--- src/design/tbia_bank.sv ---
// One byte-wide image bank: single port, registered read data.
// Depends on nothing; instantiated once per byte lane by the top level.
`default_nettype none

module tbia_bank #(
    parameter int ROWS  = 256,
    parameter int ROW_W = 8
) (
    input  wire logic             aclk,
    input  wire logic             re,
    input  wire logic             we,
    input  wire logic [ROW_W-1:0] addr,
    input  wire logic [7:0]       wdata,
    output logic      [7:0]       rdata
);

    logic [7:0] mem [ROWS];
    logic [7:0] rdata_reg;

    always_ff @(posedge aclk) begin
        if (we) begin
            mem[addr] <= wdata;
        end
    end

    always_ff @(posedge aclk) begin
        if (re) begin
            rdata_reg <= mem[addr];
        end
    end

    assign rdata = rdata_reg;

endmodule

`default_nettype wire

--- config.mk ---
export PLATFORM = sky130hd
export DESIGN_NAME = tbia_bank
export DESIGN_NICKNAME = d
export VERILOG_FILES = /design/src/design/tbia_bank.sv
export SDC_FILE = /design/constraint.sdc
export NUM_CORES = 2
export LEC_CHECK = 0
export ABC_AREA = 1
export BUFFER_PORTS_ARGS = -buffer_cell sky130_fd_sc_hd__buf_2
export CAP_MARGIN = 30
export CELL_PAD_IN_SITES_DETAIL_PLACEMENT = 0
export CELL_PAD_IN_SITES_GLOBAL_PLACEMENT = 1
export CORE_UTILIZATION = 55
export DETAILED_ROUTE_END_ITERATION = 12
export PLACE_DENSITY_LB_ADDON = 0.1
export SYNTH_ARGS = -nofsm -noshare
export SYNTH_HDL_FRONTEND = slang
export SYNTH_SLANG_ARGS = --single-unit
--- constraint.sdc ---
create_clock -name aclk -period 4.9 [get_ports aclk]
set_input_delay 0.49 -clock aclk [delete_from_list [all_inputs] [get_ports aclk]]
set_output_delay 0.49 -clock aclk [all_outputs]
set_load 0.03 [all_outputs]
# Word level (Yosys, flattened, before mapping)
# Memory sizes are Yosys's and may differ from the RTL's. A register that Yosys moved wholly into a read port is not among the register bits.
# Cells that the tools add are included.
# totals
register_bits	0
ram_bits	2048
out_inout_bits	8
n_memories	1
# op_classes
muxes	2
# mem_list
name	depth	width	read_ports	rd_ports_with_merged_regs	wr	line	rtl
mem	256	8	1	1	1	17	logic [7:0] mem [ROWS];
# ops
cell	n
two-way mux 1 bit	2

# Longest topological paths before layout
# logic_depth
depth_word	2
depth_mapped	15
mapped_depth_nobuf	13

# Worst setup path after synthesis
# No wires, ideal clock.
# synth_timing
path_kind	input -> register
start	in addr[1]
end	mem mem[234][0] (enable)
setup_time_ns	0.370
t_arrival_ns	1.960
required_ns	4.530
path_slack_ns	2.570
stages	10
path_buffers	4
path_cell_list	buf_4 inv_4 nor2_8 buf_4 buf_4 inv_2 nor2_1 nand2_1 clkbuf_1 nor2_1
# synth_rtl
item	line	rtl
start, declared	12	input wire logic [ROW_W-1:0] addr,
end, declared	17	
# Straight into the memory's write port.

==> reports/metrics.cfg <==
[placement]
place_hpwl_um = 132000
gp_congestion = 0.882
portBuffers = 26

[worst_setup_path]
start_kind = input port
critPathKind = input port to register
reg2reg_from = mem[181][3]$_DFFE_PP_
rrSetupSlack_ns = 2.32
slowest_delay_ns = 0.59
crit_buf_inv = 4
r2r_cells = 12
critPathSlowestCell = o21ai_0
path_max_fanout = 59
crit_path_end_kind = register
crit_chain = buf_8, inv_8, buf_12, buf_4, nand2_1, nand2_1, nand2_1, nand2_1, nand2_1, nand2_1, o21ai_0, nand2_1, nor2_1, nor2_1, nor2_1, nand2_1
cp.depth = 16
crit_arrival_ns = 3.54
cp_top_family = simple AND/OR/NAND/NOR gates
cpMostUsedCell = nand2_1
cp.required_ns = 5.43
r2r-end = rdata[3]$_DFFE_PP_

[sta]
hold_ws_ns = 0.128
period_minus_slack_ns = 3.01
setup_viol = 0
max-slew-margin-rel_pct = 27.8
fmax_mhz = 332
hold_violations = 0
tightestPinTransition_ns = 1.08
rsz0062_at_grt = false
fin_crit_sh_pct = 61.5
maxSlewViolCount = 0
setup_tns_ns = 0
clock_skew_ns = 0.0300

[clock_network]
cts_setup_buffers = 0
clock-sinks = 2056
numCtsBuffers = 207
clockBufferDepth = 3
path_clk_slew_ns = 0.06
htree_levels = 4
cts_tree = done
clk_latency_ns = 0.81
root_buffer = clkbuf_16

[worst_hold_path]
hold_path_end = mem[124][7]$_DFFE_PP_
worstHoldPathType = input port to register
holdPathStages = 1
hold_start = wdata[7]

[synth]
synth-seq-area-share_pct = 72.7
ys_warn_count = 0
muxShareOfSynthArea_pct = 0
synth_adder_area_share_pct = 0
yosysTopAreaCellShare_pct = 72.7
synthXorXnorAreaFrac_pct = 0
synth-compound-area-share_pct = 1.13
synth_cell_types = 17
synth_fp_nets = 8040
netlist_area_um2 = 84900
syn_inst = 8021
synth_top_family_by_area = simple AND/OR/NAND/NOR gates
synth_seq_cells = 2056
syn_avg_cell_area_um2 = 10.6
yosys.area_share.simple_pct = 23.8
yosysTopAreaCell = edfxtp_1
yosys-top-cells-area = edfxtp_1 73%, nand2_1 21%, nor2_1 1.6%, nand3_1 1.1%, buf_2 1.1%

[die]
io_pins = 27
die-area_um2 = 156000
dieWidth_um = 395
die_h_um = 395
floorplan.initialDensity_pct = 55.7
rows = 143
core_area_um2 = 153000

[global_routing]
grt_pass1_vias = 53100
grt_max_degree = 155
antenna_found_initial = 8
grt_pass1_wl_um = 340000
gr-total-overflow = 0
grt_use_total_pct = 29.4

[outcome]
status = finished clean

[routing]
vias = 55800
dr.pass1.iters = 6
routedWlPerCell_um = 22.5
ant_nets = 0
wl_um = 230000
drc = 0
drt_iter0_drc = 5434
via_per_inst = 5.48

[finish]
largest_reg_flops = 2048
drive_above_1_share_pct = 5.94
area_growth_pct = 10.9
final_core_util_pct = 61.7
nets = 8012
final_cell_mix = 4,761 x nand2_1, 2,056 x edfxtp_1, 356 x nor2_1, 215 x clkbuf_16, 188 x nand3_1
final_common_cell = nand2_1

[pwr]
power.density_nw_per_um2 = 396
vdd_drop_max_mv = 0.367
power_leakage_nw = 37.4

[job]
max-cap-violations = 0

## logic make-up after synthesis
kind of cell    count (synthesis)
buf+inv                       452
simple gates                 5321
compound gates                192
flops                        2056
## cell usage after synthesis
master    number
edfxtp_1    2056
a21oi_1       32
inv_1         31
inv_2          2
nand3_1      188
nor2_8         1
o21ai_0       41
inv_4          2
nand2_4        1
clkbuf_1     170
o21ai_1      119
nor2_1       361
buf_1         52
buf_4          6
buf_6          7
nand2_1     4770
buf_2        182
## metal layers
metal / GRT usage, % / vias up / share of wire [%]
li1: - / 26300 / -
met1: 42.0 / 27000 / 42
met2: 46.5 / 2183 / 46
met3: 5.22 / 331 / 8.7
met4: 8.82 / 2 / 2.9
met5: 0 / - / 0.0057
## power by group
| group | internal (mW) | switching [mW] | leakage, nW |
|---|---|---|---|
| Sequential | 19.4 | 0.0284 | 18.5 |
| Clock | 9.23 | 6.55 | 3.29 |
| Combinational | 0.468 | 1.65 | 15.6 |
## area by class of cell
cell class | instances | area (um2)
timing repair buffer | 180 | 1800
sequential | 2056 | 61700
antenna | 1 | 2.50
clock buffer | 261 | 5550
fill | 12300 | 58400
tap | 2030 | 2540
inverter | 35 | 165
multi-input combinational | 5513 | 21300
clock inverter | 121 | 1180
## how the worst max path moves through the flow
| stage | endpoint | startpoint | slack, ns |
|---|---|---|---|
| 4_1_cts | rdata[5]$_DFFE_PP_ | addr[0] | 2.00 |
| 2_1_floorplan | mem[234][0]$_DFFE_PP_ | addr[1] | 2.57 |
| 3_3_place_gp | rdata[5]$_DFFE_PP_ | addr[0] | 1.12 |
| 6_report | rdata[3]$_DFFE_PP_ | addr[0] | 1.89 |
| 5_1_grt | rdata[5]$_DFFE_PP_ | addr[0] | 1.91 |
| 3_5_place_dp | rdata[5]$_DFFE_PP_ | addr[0] | 1.12 |
## metrics by stage
step	cell area (um2)	setup slack, ns	power [mW]	std cells
finish	94200	1.89	37.3	10200
CTS	94200	2.00	37.5	10200
global placement	87300	1.12	21.9	9800
global route	94200	1.91	38.3	10200
floorplan	84900	2.57	20.9	8021
detailed placement	87500	1.12	21.9	9812
## repair_timing
| action | CTS | global route |
|---|---|---|
| hold endpoints to repair | 13 | 0 |
| endpoints found under the setup margin | 0 | 0 |
| gates resized for setup | 0 | 0 |
| hold buffers | 1 | 0 |
## worst register-to-register path, delay by kind of cell (launching register included)
family,cells,cell delay [ns]
AND/OR/NAND/NOR,11,1.36
AO/OA/AOI/OAI,1,0.59
flip-flops,1,0.35
(Power assumes the default switching activity.)
