<file path="config.mk">
export PLATFORM = sky130hd
export DESIGN_NAME = tbia_plan
export DESIGN_NICKNAME = d
export VERILOG_FILES = /design/src/design/tbia_pkg.sv /design/src/design/tbia_plan.sv
export SDC_FILE = /design/constraint.sdc
export NUM_CORES = 1
export LEC_CHECK = 0
export BUFFER_PORTS_ARGS = -buffer_cell sky130_fd_sc_hd__buf_2
export CAP_MARGIN = 0
export CORE_ASPECT_RATIO = 1.5
export CORE_UTILIZATION = 25
export DETAILED_ROUTE_END_ITERATION = 10
export GPL_ROUTABILITY_DRIVEN = 0
export PLACE_DENSITY = 0.56
export SLEW_MARGIN = 30
export SYNTH_ARGS = -nofsm -noshare
export SYNTH_HDL_FRONTEND = slang
export SYNTH_SLANG_ARGS = --single-unit
</file>
<file path="constraint.sdc">
create_clock -name vclk -period 5.51
set_clock_uncertainty 0.2 [all_clocks]
set_input_delay 1.102 -clock vclk [all_inputs]
set_output_delay 1.102 -clock vclk [all_outputs]
set_load 0.03 [all_outputs]
</file>
<file path="src/design/tbia_pkg.sv">
// Shared types, codes and lane-mapping helpers for the typed byte image access block.
// No dependencies; imported by every module of the block but tbia_bank.
`default_nettype none

package tbia_pkg;

    localparam int NUM_BANKS = 8;

    // access function codes
    localparam logic FUNC_READ  = 1'b0;
    localparam logic FUNC_WRITE = 1'b1;

    // access size codes
    localparam logic [2:0] SIZE_BIT   = 3'd0;
    localparam logic [2:0] SIZE_BYTE  = 3'd1;
    localparam logic [2:0] SIZE_HALF  = 3'd2;
    localparam logic [2:0] SIZE_WORD  = 3'd3;
    localparam logic [2:0] SIZE_DWORD = 3'd4;

    // byte order codes
    localparam logic [1:0] ORDER_BIG        = 2'd0;
    localparam logic [1:0] ORDER_LITTLE     = 2'd1;
    localparam logic [1:0] ORDER_BIG_WSWAP  = 2'd2;
    localparam logic [1:0] ORDER_LIT_WSWAP  = 2'd3;

    // configuration registers
    localparam int         CFG_ADDR_W         = 3;
    localparam logic [0:0] REG_ACTIVE_BYTES   = 1'b0;
    localparam logic [11:0] ACTIVE_BYTES_RST  = 12'd2048;

    localparam logic [7:0] BIT_ONE   = 8'h01;
    localparam logic [7:0] BYTE_MASK = 8'hFF;

    typedef struct packed {
        logic        func;
        logic [10:0] start_byte;
        logic [2:0]  access_size;
        logic [1:0]  byte_order;
        logic        sign_extend;
        logic [2:0]  bit_index;
        logic [63:0] write_value;
    } in_t;

    typedef struct packed {
        logic [63:0] read_value;
        logic        range_error;
    } out_t;

    // per-access plan, one lane per bank
    typedef struct packed {
        logic                          func;
        logic                          bit_op;
        logic                          range_error;
        logic                          sign_extend;
        logic                          write_nz;
        logic [3:0]                    len;
        logic [2:0]                    bit_bank;
        logic [2:0]                    bit_index;
        logic [NUM_BANKS-1:0]          lane_en;
        logic [NUM_BANKS-1:0][2:0]     lane_sel;
    } plan_t;

    typedef enum logic [1:0] {
        ST_CLEAR,
        ST_IDLE,
        ST_EXEC
    } state_t;

    function automatic logic [3:0] len_of(input logic [2:0] size);
        logic [3:0] len;
        case (size) inside
            SIZE_BIT, SIZE_BYTE: len = 4'd1;
            SIZE_HALF:           len = 4'd2;
            SIZE_WORD:           len = 4'd4;
            SIZE_DWORD:          len = 4'd8;
            default:             len = 4'd0;
        endcase
        return len;
    endfunction

    // value byte (0 = least significant) held at image position p of the access
    function automatic logic [2:0] lane_of(input logic [2:0] p, input logic [3:0] len,
                                           input logic [1:0] order);
        logic [2:0] last;
        logic [2:0] lane;
        last = 3'(len - 4'd1);
        if (len == 4'd1) begin
            lane = 3'd0;
        end else begin
            case (order)
                ORDER_LITTLE:    lane = p;
                ORDER_BIG_WSWAP: lane = p ^ 3'd1;
                ORDER_LIT_WSWAP: lane = (last - p) ^ 3'd1;
                default:         lane = last - p;
            endcase
        end
        return lane;
    endfunction

endpackage

`default_nettype wire

</file>
<file path="src/design/tbia_plan.sv">
// Access planner: range check, bank rows and byte-lane selects for one access.
// Depends on tbia_pkg.
`default_nettype none

module tbia_plan #(
    parameter int IMAGE_BYTES = 2048,
    parameter int ROW_W       = 8
) (
    input  wire tbia_pkg::in_t                              item,
    input  wire logic [11:0]                                active_bytes,
    output tbia_pkg::plan_t                                 plan,
    output logic [tbia_pkg::NUM_BANKS-1:0][ROW_W-1:0]       rows
);
    import tbia_pkg::*;

    localparam int LIM_W = $clog2(IMAGE_BYTES + 1);
    localparam int CMP_W = (LIM_W > 12) ? LIM_W : 12;
    localparam logic [CMP_W-1:0] IMG_LIMIT = CMP_W'(IMAGE_BYTES);

    logic [3:0]       len;
    logic [CMP_W-1:0] active_ext;
    logic [CMP_W-1:0] limit;
    logic [CMP_W-1:0] end_pos;
    logic [2:0]       base_bank;
    logic [2:0]       pos;
    logic [8:0]       row_full;

    assign len        = len_of(item.access_size);
    assign active_ext = CMP_W'(active_bytes);
    assign limit      = (active_ext > IMG_LIMIT) ? IMG_LIMIT : active_ext;
    assign end_pos    = CMP_W'(item.start_byte) + CMP_W'(len);
    assign base_bank  = item.start_byte[2:0];

    always_comb begin
        plan.func        = item.func;
        plan.bit_op      = (item.access_size == SIZE_BIT);
        plan.range_error = (len == 4'd0) || (end_pos > limit);
        plan.sign_extend = item.sign_extend;
        plan.write_nz    = (item.write_value != 64'd0);
        plan.len         = len;
        plan.bit_bank    = base_bank;
        plan.bit_index   = item.bit_index;
        pos              = 3'd0;
        row_full         = 9'd0;
        for (int b = 0; b < NUM_BANKS; b++) begin
            // position of this bank within the access, and the row it falls in
            pos              = 3'(b) - base_bank;
            plan.lane_en[b]  = ({1'b0, pos} < len);
            plan.lane_sel[b] = lane_of(pos, len, item.byte_order);
            row_full         = {1'b0, item.start_byte[10:3]}
                             + {8'd0, (3'(b) < base_bank)};
            rows[b]          = ROW_W'(row_full);
        end
    end

endmodule

`default_nettype wire

</file>
After elaboration in Yosys (flattened, before gate mapping)
Index checks and enable logic that the tools add are counted.

storage, ports and cells
  word-level logic and storage cells = 94
  bits of input ports = 97
  flip-flop bits (word level) = 0
  output and inout bits = 111

operators by class
  equality and inequality tests = 8
  bitwise operators = 16
  add/subtract/negate cells = 26
  magnitude comparators = 18
  mux-type cells = 21
  reductions and logical operators = 5

operators by type and width
  kind                                                        count
  one-hot mux 3 bit (3 select lines)                          8
  adder 8 x 1 -> 8 bit                                        8
  nonzero test 64 bit                                         1
  less-than comparator 3 x 4 -> 1 bit                         8
  2-to-1 mux 3 bit                                            8
  subtractor 3 bit                                            8
  2-to-1 mux 4 bit                                            4
  NOT 1 bit                                                   16
  adder 11 x 4 -> 12 bit                                      1
  greater-than comparator 12 bit                              1
  greater-than comparator 12 bit (second input constant)      1
  less-than comparator 3 bit (first input constant)           4
  2-to-1 mux 12 bit                                           1
  subtractor 3 bit (first input constant)                     4
  == test 3 x 2 -> 1 bit (second input constant)              2
  less-than comparator 1 x 3 -> 1 bit (first input constant)  2
  less-than comparator 2 x 3 -> 1 bit (first input constant)  2
  subtractor 1 x 3 -> 3 bit (first input constant)            2
  subtractor 2 x 3 -> 3 bit (first input constant)            2
  == test 2 bit (second input constant)                       2
  == test 4 x 1 -> 1 bit (second input constant)              1
  zero test 4 bit                                             1
  == test 3 x 1 -> 1 bit (second input constant)              1
  == test 3 bit (second input constant)                       1
  5 further kinds                                             5

Depth between registers and ports, before layout
  word-level depth = 10
  depth in mapped cells = 14
  depth with buffers taken out = 13

Worst setup path before layout
Ideal clock, no wire load.

  kind = input -> output
  from = input port item[72] in the netlist's numbering
  to = output port plan[44] in the netlist's numbering
  cell stages on the path = 14
  data arrival time = 4.283 ns
  slack = -0.075 ns
  data required time = 4.208 ns
  path buffers = 2
  path through = buf_2 nor2_1 buf_2 ha_1 fa_1 and2_1 o21a_1 o2111ai_1 xnor2_1 ha_1 nand4_1 or3_1 a21boi_0 a221o_1

RTL lines
  item                RTL line         RTL
  start: declaration  tbia_plan.sv:9   input wire tbia_pkg::in_t item,
  end: declaration    tbia_plan.sv:11  output tbia_pkg::plan_t plan,

==> qor.csv <==
metric,value,unit
"Cell Chain, Critical Path",buf_6 -> buf_4 -> nor2_2 -> nand2_1 -> inv_1 -> ha_1 -> and2_1 -> a221oi_4 -> nor2_1 -> xor2_1 -> ha_1 -> nand4_1 -> or3_4 -> a21boi_2 -> a221o_2 -> buf_6,
Top Usage Layer GRT,met2,
drt drc,0,
hold path endpoint,plan[33],
# diodes,0,
startpoint types,input port,
port buffer count,198,
Post-Place Setup Slack,-0.05064,ns
Congestion Overflow GR,0,
"crit path setup slack, layout",0.08559,ns
core area,0.009361,mm²
switching share of power,0.6488,
Comb pwr share,1.000,
Hold Fails Final Rpt,0,
M2 GR Usage,0.3873,
Mapped Nets,477,
max frequency,184.4,MHz
setup TNS,0,ns
Post-Synth XOR/XNOR Area,0.2252,
register area,0,µm²
gate count of the mapped netlist,332,
global-route wire length before repair,13660,µm
multiplexer share of the synthesized area,0.008188,
Area contributors post-synth,"ha_1, xnor2_1, xor2_1",
Ys Warns,0,
"commonest non-fill, non-tap cell in the layout",buf_2,
switching pwr,0.3016,mW
die width,82.75,µm
delay of the slowest critical-path stage,0.40,ns
"Req. time, crit path",4.21,ns
post-synthesis compound-gate area fraction,0.09928,
Leak,1.934,nW
Reg power frac,0,
maximum fanout along the worst path,7,
post-synth top area share,0.2149,
"Avg Cell Area, Syn",7.364,µm²
M3 GR Usage,0.01993,
Min-Delay Path Depth,0,
Seq Cell Count,0,
Ports,208,
crit path time final,5.424,ns
Post-Synth Adder-Cell Area,0.2805,
peak supply drop,95.34,µV
die area,0.01019,mm²
nets,666,
antenna violation net count after detailed routing,0,
CP Class,input port to primary output,
GRT Resource Usage Total,0.1778,
fin util,0.3883,
leading area contributor after synthesis,ha_1,
Initial Util,0.2612,
antenna violations before repair,0,
clock buffers,0,
cell count after placement,625,
worst-margin pin slew,0.6048,ns
Global Route met1 Usage,0.1618,
Int Power,0.1633,mW
fin area,0.003635,mm²
Max-Cap Viols,0,
"Cell Count, Final, Fillers Out",631,
vias per cell,4.719,
Placement Cell Area,0.003488,mm²
min-delay src,item[65],
area grow syn2layout,48.67,%
die height,123.1,µm
Crit-path slowest cell,or3_4,
combinational family with the most area after synthesis,adder cells,
post-synthesis sequential area ratio,0,
largest net degree at the start of global routing,16,
"Setup violations, final",0,
via count,2978,
share of cells above drive strength 1,0.4798,
drt first pass iters,4,
period utilization,0.9845,
Routed wire per std cell,15.27,µm
RSZ-0062 raised after global routing,yes,
Hold WC Path Type,input port to primary output,
CP Data Arrival Time,4.12,ns
vias in the first global route,2839,
DR iter-0 viols,95,
Post-Synth Simple-Gate Area,0.2574,
hpwl dp,8342,µm
Cell variety after synth,42,
Clock power frac,0,
Cell Pwr Density,127.9,mW/mm²
final wirelength,9633,µm
# rows,43,
Tot Pwr,0.4649,mW
most frequent cells in the layout,"buf_2, nand2_1, ha_1",
hold_ws,2.004,ns
crit end category,primary output,
status,finished clean,
Slew HR,0.5968,
Final Slew Violations,0,
Post-Syn Area,0.002445,mm²
-- what timing repair did --
item	in CTS	in global routing
hold buffers	0	0
buffers inserted	0	6
endpoints found under the setup margin	1	1
pin swaps	7	11
hold endpoints to repair	0	0
gates resized for setup	6	17
-- cell type report --
cell class / count / area, µm²
tap: 112 / 140.1
fill: 999 / 5727
inverter: 15 / 60.06
timing repair buffer: 226 / 1229
multi-input combinational: 278 / 2206
-- Yosys cell counts, types with 2 or more instances --
| cell | instances |
|---|---|
| a21boi_0 | 2 |
| buf_2 | 7 |
| buf_4 | 28 |
| a21oi_1 | 13 |
| xnor2_1 | 35 |
| nor3_1 | 2 |
| maj3_1 | 4 |
| o211ai_1 | 2 |
| fa_1 | 6 |
| and2_1 | 4 |
| xor2_1 | 26 |
| nor4_1 | 16 |
| o21a_1 | 2 |
| clkbuf_1 | 3 |
| ha_1 | 42 |
| a21o_1 | 4 |
| mux2i_1 | 2 |
| o21ai_0 | 5 |
| nand4_1 | 9 |
| nor2_1 | 35 |
| inv_1 | 14 |
| nor2b_1 | 9 |
| nand2_1 | 42 |
| or2_2 | 2 |
-- worst max path at each step --
| stage | startpoint | endpoint | slack (ns) | cells past startpoint |
|---|---|---|---|---|
| after global placement | item[72] | plan[44] | -0.03 | 13 |
| after detailed placement | item[72] | plan[44] | -0.05 | 13 |
| after CTS | item[71] | plan[44] | 0.002 | 15 |
| after floorplan | item[71] | plan[44] | 0.006 | 13 |
| final | item[71] | plan[44] | 0.09 | 16 |
| after global routing | item[71] | plan[44] | -0.03 | 15 |
-- power by group through the flow --
stage | logic [mW] | clock network (mW) | registers, mW
after floorplan | 0.333 | 0 | 0
after global placement | 0.451 | 0 | 0
after detailed placement | 0.455 | 0 | 0
after CTS | 0.459 | 0 | 0
after global routing | 0.503 | 0 | 0
final | 0.465 | 0 | 0
-- worst max-delay path, delay by kind of cell --
kind,cells,cell delay [ns]
and+or+nand+nor,6,1.00
AOI/OAI and AO/OA,3,0.84
adders and majority gates,2,0.57
buffers and inverters,4,0.47
xor gates and xnor gates,1,0.15
-- cell families after synthesis --
family | after synthesis
AO/OA/AOI/OAI | 35
buffers and inverters | 54
adder cells (fa/ha/maj) | 52
AND/OR/NAND/NOR | 127
XOR/XNOR | 62
multiplexers | 2
-- layer usage --
metal  part of all wire  up-vias
met2               0.57      171
met4              0.027        0
met3              0.078       16
li1                   -     1467
met5                  0        -
met1               0.33     1324
No activity file was read; power rests on OpenSTA's default activity.
