### src/design/tbia_pkg.sv
// Shared types, codes and lane-mapping helpers for the typed byte image access block.
// No dependencies; imported by every module of the block but tbia_bank.
`default_nettype none

package tbia_pkg;

    localparam int NUM_BANKS = 8;

    // access function codes
    localparam logic FUNC_READ  = 1'b0;
    localparam logic FUNC_WRITE = 1'b1;

    // access size codes
    localparam logic [2:0] SIZE_BIT   = 3'd0;
    localparam logic [2:0] SIZE_BYTE  = 3'd1;
    localparam logic [2:0] SIZE_HALF  = 3'd2;
    localparam logic [2:0] SIZE_WORD  = 3'd3;
    localparam logic [2:0] SIZE_DWORD = 3'd4;

    // byte order codes
    localparam logic [1:0] ORDER_BIG        = 2'd0;
    localparam logic [1:0] ORDER_LITTLE     = 2'd1;
    localparam logic [1:0] ORDER_BIG_WSWAP  = 2'd2;
    localparam logic [1:0] ORDER_LIT_WSWAP  = 2'd3;

    // configuration registers
    localparam int         CFG_ADDR_W         = 3;
    localparam logic [0:0] REG_ACTIVE_BYTES   = 1'b0;
    localparam logic [11:0] ACTIVE_BYTES_RST  = 12'd2048;

    localparam logic [7:0] BIT_ONE   = 8'h01;
    localparam logic [7:0] BYTE_MASK = 8'hFF;

    typedef struct packed {
        logic        func;
        logic [10:0] start_byte;
        logic [2:0]  access_size;
        logic [1:0]  byte_order;
        logic        sign_extend;
        logic [2:0]  bit_index;
        logic [63:0] write_value;
    } in_t;

    typedef struct packed {
        logic [63:0] read_value;
        logic        range_error;
    } out_t;

    // per-access plan, one lane per bank
    typedef struct packed {
        logic                          func;
        logic                          bit_op;
        logic                          range_error;
        logic                          sign_extend;
        logic                          write_nz;
        logic [3:0]                    len;
        logic [2:0]                    bit_bank;
        logic [2:0]                    bit_index;
        logic [NUM_BANKS-1:0]          lane_en;
        logic [NUM_BANKS-1:0][2:0]     lane_sel;
    } plan_t;

    typedef enum logic [1:0] {
        ST_CLEAR,
        ST_IDLE,
        ST_EXEC
    } state_t;

    function automatic logic [3:0] len_of(input logic [2:0] size);
        logic [3:0] len;
        case (size) inside
            SIZE_BIT, SIZE_BYTE: len = 4'd1;
            SIZE_HALF:           len = 4'd2;
            SIZE_WORD:           len = 4'd4;
            SIZE_DWORD:          len = 4'd8;
            default:             len = 4'd0;
        endcase
        return len;
    endfunction

    // value byte (0 = least significant) held at image position p of the access
    function automatic logic [2:0] lane_of(input logic [2:0] p, input logic [3:0] len,
                                           input logic [1:0] order);
        logic [2:0] last;
        logic [2:0] lane;
        last = 3'(len - 4'd1);
        if (len == 4'd1) begin
            lane = 3'd0;
        end else begin
            case (order)
                ORDER_LITTLE:    lane = p;
                ORDER_BIG_WSWAP: lane = p ^ 3'd1;
                ORDER_LIT_WSWAP: lane = (last - p) ^ 3'd1;
                default:         lane = last - p;
            endcase
        end
        return lane;
    endfunction

endpackage

`default_nettype wire

### src/design/tbia_fmt.sv
// Read formatter: gathers bank bytes into the value, extends it, handles bit reads.
// Depends on tbia_pkg.
`default_nettype none

module tbia_fmt (
    input  wire tbia_pkg::plan_t                        plan,
    input  wire logic [tbia_pkg::NUM_BANKS-1:0][7:0]    rd_bytes,
    output tbia_pkg::out_t                              result
);
    import tbia_pkg::*;

    logic [63:0] gathered;
    logic [63:0] extended;
    logic [7:0]  bit_byte;

    always_comb begin
        gathered = 64'd0;
        for (int b = 0; b < NUM_BANKS; b++) begin
            if (plan.lane_en[b]) begin
                gathered[{plan.lane_sel[b], 3'b000} +: 8] = rd_bytes[b];
            end
        end
    end

    always_comb begin
        extended = gathered;
        if (plan.sign_extend) begin
            case (plan.len)
                4'd1: if (gathered[7])  extended[63:8]  = '1;
                4'd2: if (gathered[15]) extended[63:16] = '1;
                4'd4: if (gathered[31]) extended[63:32] = '1;
                default: extended = gathered;
            endcase
        end
    end

    assign bit_byte = rd_bytes[plan.bit_bank];

    always_comb begin
        result.range_error = plan.range_error;
        if (plan.range_error || plan.func == FUNC_WRITE) begin
            result.read_value = 64'd0;
        end else if (plan.bit_op) begin
            result.read_value = {56'd0, (bit_byte >> plan.bit_index) & BIT_ONE};
        end else begin
            result.read_value = extended;
        end
    end

endmodule

`default_nettype wire

### config.mk
export PLATFORM = sky130hd
export DESIGN_NAME = tbia_fmt
export DESIGN_NICKNAME = d
export VERILOG_FILES = /design/src/design/tbia_pkg.sv /design/src/design/tbia_fmt.sv
export SDC_FILE = /design/constraint.sdc
export NUM_CORES = 1
export LEC_CHECK = 0
export ABC_AREA = 1
export ABC_CLOCK_PERIOD_IN_PS = 8200
export BUFFER_PORTS_ARGS = -buffer_cell sky130_fd_sc_hd__buf_4
export CELL_PAD_IN_SITES_DETAIL_PLACEMENT = 0
export CELL_PAD_IN_SITES_GLOBAL_PLACEMENT = 1
export CORE_ASPECT_RATIO = 1.4
export CORE_MARGIN = 2
export CORE_UTILIZATION = 40
export DETAILED_ROUTE_END_ITERATION = 16
export PLACE_DENSITY = 0.95
export SETUP_SLACK_MARGIN = 0.05
export SYNTH_ARGS = -nofsm -noshare
export SYNTH_HDL_FRONTEND = slang
export SYNTH_SLANG_ARGS = --single-unit
### constraint.sdc
create_clock -name vclk -period 8.2
set_input_delay 1.64 -clock vclk [all_inputs]
set_output_delay 1.64 -clock vclk [all_outputs]
set_load 0.01 [all_outputs]
=== Word-level counts from Yosys, hierarchy flattened ===
Cells that the tools add are included.

* Output and inout port bits: 65
* Register bits: 0

* Bitwise operators: 1
* $lt $le $gt $ge: 1
* Reduce and logical (&&, ||, !) cells: 1
* Equality and inequality tests: 3
* Shift operators: 17
* Add/sub/neg operators: 8
* Multiplexer cells: 26

{| class="wikitable"
|+ Operator list
! operator !! count
|-
| two-way mux 64 bit || 11
|-
| variable shift 8 x 8 -> 64 bit (first input constant) || 8
|-
| variable part select 8 x 8 -> 64 bit || 8
|-
| bitwise mux 64 bit || 7
|-
| one-hot mux 32 bit (3 select lines) || 1
|-
| AND 64 bit || 1
|-
| negation 6 -> 8 bit || 8
|-
| two-way mux 56 bit || 1
|-
| two-way mux 48 bit || 1
|-
| two-way mux 32 bit || 1
|-
| one-hot mux 16 bit (2 select lines) || 1
|-
| binary-select mux 8 bit (select 3 bit) || 1
|-
| two-way mux 8 bit || 2
|-
| >> shifter 8 x 3 -> 1 bit || 1
|-
| equality test 4 x 1 -> 1 bit (second input constant) || 1
|-
| equality test 4 x 2 -> 1 bit (second input constant) || 1
|-
| equality test 4 x 3 -> 1 bit (second input constant) || 1
|-
| < comparator 3 x 4 -> 1 bit (second input constant) || 1
|-
| logical OR 1 bit || 1
|}

=== Depth between registers and ports, before layout ===
Gate-level depths: netlist of the first run.

* Depth in word-level cells: 23
* Depth in mapped cells: 23

=== Least setup slack after synthesis of the first run ===
No wires, ideal clock.

* Kind: input to output
* From: in plan[9] (netlist bit)
* To: out result[22] (netlist bit)
* Stages on the path: 17
* Path buffers: 1
* Slack: 2.651 ns
* Data arrival time: 3.909 ns
* Cells stage by stage: inv_2 -> clkbuf_1 -> ha_1 -> ha_1 -> nor3_1 -> nand3b_4 -> o21ai_1 -> inv_1 -> nand2_1 -> nand2_1 -> nand2_1 -> nand2_1 -> nand2_2 -> nand3_2 -> nand2_4 -> inv_2 -> a21oi_1

{| class="wikitable"
|+ RTL lines
! element !! RTL line !! RTL
|-
| start, declared || tbia_fmt.sv:6 || <nowiki>input wire tbia_pkg::plan_t plan,</nowiki>
|-
| end, declared || tbia_fmt.sv:8 || <nowiki>output tbia_pkg::out_t result</nowiki>
|}

==> summary.txt, run 1 <==
Power and ir drop
  • Power, Total: between 500 and 600 µW
  • PD cells: 54.9 nW/µm²
  • VDD IR max: 0.0327 mV
  • Leakage: 5.24 nW

Placed design
  • PortBufs: 175
  • Post-DP HPWL: 39,000 µm
  • Final GP Congestion: 1.07

STA
  • Relative slew slack: roughly 44%
  • TNS Setup: 0 ns
  • Max Transition Viols Final: 0
  • Final hold vios: 0
  • Slew @ Worst Pin: 0.837 ns
  • Unrepaired setup endpoints after global routing: no
  • Final Setup Violations: 0
  • Fmax: 151 MHz
  • Final min period: between 6 and 7 ns
  • Crit share post-route: 80.6%
  • Hold Slack: 3.47 ns

Floorplanning
  • Area of the die: 22,200 µm²
  • Die Span Y: 176 µm
  • Starting Density: 41.0%
  • Die width: 127 µm
  • # IOs: around 180
  • Core area: between 20,000 and 25,000 µm²
  • # rows: 62

Finish
  • Share of cells above drive strength 1: 14.0%
  • Finished Core Util: 47.5%
  • Seq_cells: 0
  • Storage cell area: 0 µm²
  • Antenna diodes: 0
  • Final #Nets: 2,039
  • Layout area overhead: 16.0%
  • CLK BUF: 0
  • Multi-input gate area in the final layout: 7010 µm²
  • Number of fill cells: between 2,000 and 2,500

Min path
  • Hold path endpoint: result[0]
  • Hold path startpoint: plan[44]
  • Worst hold path class: primary input to output port
  • WHS Path Cells: 2

Routing
  • Vias per std cell: 5.87
  • Starting DRT DRC Count: around 1,500
  • DR WL/cell: between 20 and 25 µm
  • First drt pass iteration count: 5
  • Post-DRT Antenna Nets: 0
  • Final routed DRC violation total: 0
  • Via count: 12,700
  • Drt total wl: between 40,000 and 50,000 µm

Setup path
  • Most used cell, CP: nand2_1
  • Max incr delay on CP: 0.53 ns
  • Critical Path Start Type: primary input
  • Buf+Inv Stages, Crit Path: 6
  • Critical Path Sink Type: output port
  • CP max FO: 18
  • CP max-delay cell: ha_1
  • CP delay by family, top: simple AND/OR/NAND/NOR gates
  • CP Data Arrival Time: between 4 and 5 ns
  • CP Class: primary input to output port
  • Crit path required time: about 6.6 ns
  • CP Cell Sequence: buf_4 > inv_1 > ha_1 > inv_4 > nand2_2 > nor2_1 > nand2_1 > nand3_1 > nand3_1 > nand2_1 > nand2_1 > nand2_1 > nand2_1 > nand2_1 > nand2_2 > nand3_2 > nand2_4 > inv_2 > nand2_1 > nand2_1 > inv_1 > buf_4

Logic synthesis
  • Synth area leader: nand2_1
  • Sequential-to-total area share from yosys stat: 0%
  • Mapped Cells: 1,794
  • Yosys top cell area share: 19.5%
  • Distinct cell type count after synthesis: 46
  • Syn Nets: just under 2,000
  • Top-count cell post-synth: nand2_1
  • Mapped cell area: 8420 µm²
  • Post-synth top cells: 437 x nand2_1, 265 x inv_1, 226 x o21ai_0
  • Yosys warns: 0
  • Main area contributors after synthesis: nand2_1 19%, o21ai_0 13%, inv_1 12%, a21oi_1 10%, nand3_1 9.6%
  • Syn Area/Cell: between 4 and 5 µm²

GRT
  • GRT overflow: 0
  • Largest net degree at the start of global routing: 38
  • Antenna violations before repair: 0
  • Tot GR Track Use: between 30% and 40%
  • Vias in the first global route: approximately 12,000
  • First-pass GRT wire length: ~68,000 µm

CTS
  • Post-cts resize count: 0
  • Post-CTS setup buffers: 0
  • Post-CTS Hold Buffers: 0

Outcome
  • Status: finished, final reports clean

Flow run
  • Max-Cap Viols: 0
[layout by cell type, fill, tap and decap left out, types with 13 or more instances in the layout]
master and n:
ha_1 17, nor3_1 69, buf_4 177, o21ai_1 13, o21bai_1 14, a31oi_1 18, inv_2 21, nand2_1 437
a21oi_1 169, o211ai_1 16, nor2_1 190, o21ai_0 226, nand4_1 19, inv_1 265, nand3_1 161
[layout make-up]
class	instances	area share, %
Inverter	294	11.4
Multi-Input combinational cell	1438	71.7
Tap cell	256	3.28
Timing Repair Buffer	177	13.6
[routing by layer]
| metal | track usage [%] | share of wire [%] |
|---|---|---|
| met5 | 0 | 0 |
| met4 | 31.5 | 10 |
| met3 | 3.35 | 6.9 |
| met2 | 70.5 | 48 |
| met1 | 42.3 | 35 |
[worst max-delay path by stage]
stage          cells past startpoint  slack, ns          to    start
6_report                          22       1.59  result[31]  plan[3]
5_1_grt                           22       1.32  result[31]  plan[3]
4_1_cts                           22       1.65  result[31]  plan[3]
3_5_place_dp                      22       1.65  result[31]  plan[3]
3_3_place_gp                      16       1.67  result[46]  plan[3]
2_1_floorplan                     17       2.65  result[22]  plan[9]
[cells by family after synthesis]
logic type	synth area share, %
simple gates	49.4
compound gates	31.2
buf+inv	16.8
fa+ha+maj	2.53
[stage by stage]
step | setup WS, ns | instance area (µm²) | instances
5_1_grt | 1.32 | 9770 | 2165
2_1_floorplan | 2.65 | 8420 | 1794
3_5_place_dp | 1.65 | 9770 | 2165
6_report | 1.59 | 9770 | 2165
3_3_place_gp | 1.67 | 9770 | 2165
4_1_cts | 1.65 | 9770 | 2165
[report_power, final]
part | switching, mW | internal (mW) | leakage [nW]
sequential | 0 | 0 | 0
combinational | 0.379 | 0.158 | 5.24
clock | 0 | 0 | 0
(Power assumes the default switching activity.)
==> inputs of run 2 (changes only) <==
ABC_AREA = 0   (was 1)
ABC_CLOCK_PERIOD_IN_PS = 6800   (was 8200)
CORE_UTILIZATION = 39   (was 40)
PLACE_DENSITY = 0.88   (was 0.95)
clock period = 6.8 ns   (was 8.2 ns; I/O delays follow)
==> run 2 against run 1 <==
Compared with the run above:
- clock-buffer cell count did not move
- largest cell class unchanged
- sequential cell count did not move
- total power rose by 11%
- via count fell by 16%
- cell count fell by 33%
- synthesized area fell by 16%
- sequential share of layout area did not move
- non-clock buffer count rose by 44
- combinational power rose by 11%
- core utilization rose by 0.43 points
- routed wire length fell by 9.0%
==> summary.txt, run 2 <==
CTS
  • Post-CTS Hold Buffers: 0
  • Post-CTS setup buffers: 0
  • Post-cts resize count: 0

Power and ir drop
  • Power, Total: 597 µW
  • VDD IR max: slightly above 0.04 mV
  • PD cells: around 70 nW/µm²
  • Leakage: 3.11 nW

Setup path
  • CP max-delay cell: a211oi_4
  • CP max FO: 25
  • CP Class: primary input to output port
  • CP Data Arrival Time: just over 5 ns
  • CP Cell Sequence: buf_4 > inv_1 > ha_1 > ha_1 > nand2b_1 > or4_1 > o311ai_1 > a221oi_2 > o31ai_4 > a211oi_4 > o22ai_1 > buf_4
  • Crit path required time: 5.44 ns
  • Max incr delay on CP: 1.00 ns
  • Levels on crit path: 12
  • Critical Path Start Type: primary input
  • Critical Path Sink Type: output port
  • CP delay by family, top: compound AO/OA/AOI/OAI gates
  • Buf+Inv Stages, Crit Path: 3

Floorplanning
  • Area of the die: 19,300 µm²
  • # rows: 58
  • Starting Density: just under 40%
  • Die Span Y: about 160 µm
  • Core area: 17,900 µm²
  • Die width: 118 µm
  • # IOs: 176

Finish
  • Commonest non-fill, non-tap cells in the layout: 221 x buf_4, 101 x nor2_1, 93 x nand2_1
  • Leading cell type in the layout, fill and taps excluded: buf_4
  • Storage cell area: 0 µm²
  • Layout area overhead: 21.0%
  • Multi-input gate area in the final layout: 6490 µm²
  • Final #Nets: roughly 1,400
  • Seq_cells: 0
  • Share of cells above drive strength 1: 22.9%
  • Non-Filler Instances: 1,461
  • Fin area: 8560 µm²
  • Finished Core Util: ~48%
  • Antenna diodes: 0
  • Number of fill cells: 1,981
  • CLK BUF: 0

Placed design
  • Post-DP HPWL: 33,300 µm
  • PortBufs: 175
  • Final GP Congestion: 1.01
  • Inst Count DP: 1,461
  • Pre-CTS WS: about 0.57 ns
  • Dpl cell area: 8550 µm²

Routing
  • Vias per std cell: 7.33
  • Via count: roughly 11,000
  • Final routed DRC violation total: 0
  • First drt pass iteration count: 6
  • Post-DRT Antenna Nets: 0
  • Drt total wl: approximately 42,000 µm
  • Starting DRT DRC Count: between 1,000 and 1,500
  • DR WL/cell: 28.9 µm

STA
  • Crit share post-route: between 90% and 100%
  • Fmax: 156 MHz
  • TNS Setup: 0 ns
  • Fin worst setup slack: 0.395 ns
  • Final min period: ~6.4 ns
  • Relative slew slack: 21.4%
  • Final Setup Violations: 0
  • Final hold vios: 0
  • Unrepaired setup endpoints after global routing: no
  • Max Transition Viols Final: 0
  • Slew @ Worst Pin: roughly 1.2 ns
  • Hold Slack: 2.94 ns

Logic synthesis
  • Mapped Cells: 1,119
  • Distinct cell type count after synthesis: 88
  • Sequential-to-total area share from yosys stat: 0%
  • Yosys top cell area share: 6.36%
  • Top-count cell post-synth: nor2_1
  • Synth area leader: mux4_2
  • Syn Nets: roughly 1,200
  • Post-synth top cells: 101 x nor2_1, 93 x nand2_1, 81 x o21ai_0
  • Mapped cell area: 7080 µm²
  • Yosys warns: 0
  • Main area contributors after synthesis: mux4_2 6.4%, o21ai_0 5.7%, a21oi_1 5.7%, nor2_1 5.4%, nand2_1 4.9%
  • Syn Area/Cell: 6.32 µm²

Outcome
  • Status: finished, final reports clean

Min path
  • WHS Path Cells: 2
  • Worst hold path class: primary input to output port

GRT
  • Vias in the first global route: slightly below 10,000
  • Largest net degree at the start of global routing: 45
  • Antenna violations before repair: 0
  • GRT overflow: 0
  • Tot GR Track Use: 41.7%
  • First-pass GRT wire length: slightly above 60,000 µm

Flow run
  • Max-Cap Viols: 0
## run 2: kinds of logic (layout without fill, tap and decap cells)
family | Yosys count | after routing | synth area share (%)
adder cells (fa/ha/maj) | 17 | 17 | 3.01
XOR/XNOR | 1 | 1 | 0.124
buffers and inverters | 149 | 251 | 8.56
AO/OA/AOI/OAI | 480 | 480 | 47.4
multiplexers | 29 | 29 | 7.66
AND/OR/NAND/NOR | 443 | 443 | 33.2
## run 2: area by class of cell
class	instances	share of cell area, %
multi-input cells	970	75.8
repair buffers	221	19.4
well taps	240	3.51
inverters	30	1.32
## run 2: where the power goes
group          switching [mW]  internal [mW]
Combinational           0.382          0.216
Clock                       0              0
Sequential                  0              0
Total                   0.382          0.216
## run 2: path summary, 6_finish.rpt
| path | start | end | slack (ns) |
|---|---|---|---|
| min | plan[44] | result[0] | 2.94 |
| max | plan[6] | result[37] | 0.39 |
## run 2: per-layer routing
layer	vias up	part of all wire, %	track usage (%)
li1	4689	-	-
met1	4900	35	48.5
met2	893	45	69.3
met3	233	11	8.28
met4	0	8.7	28.1
met5	-	0	0
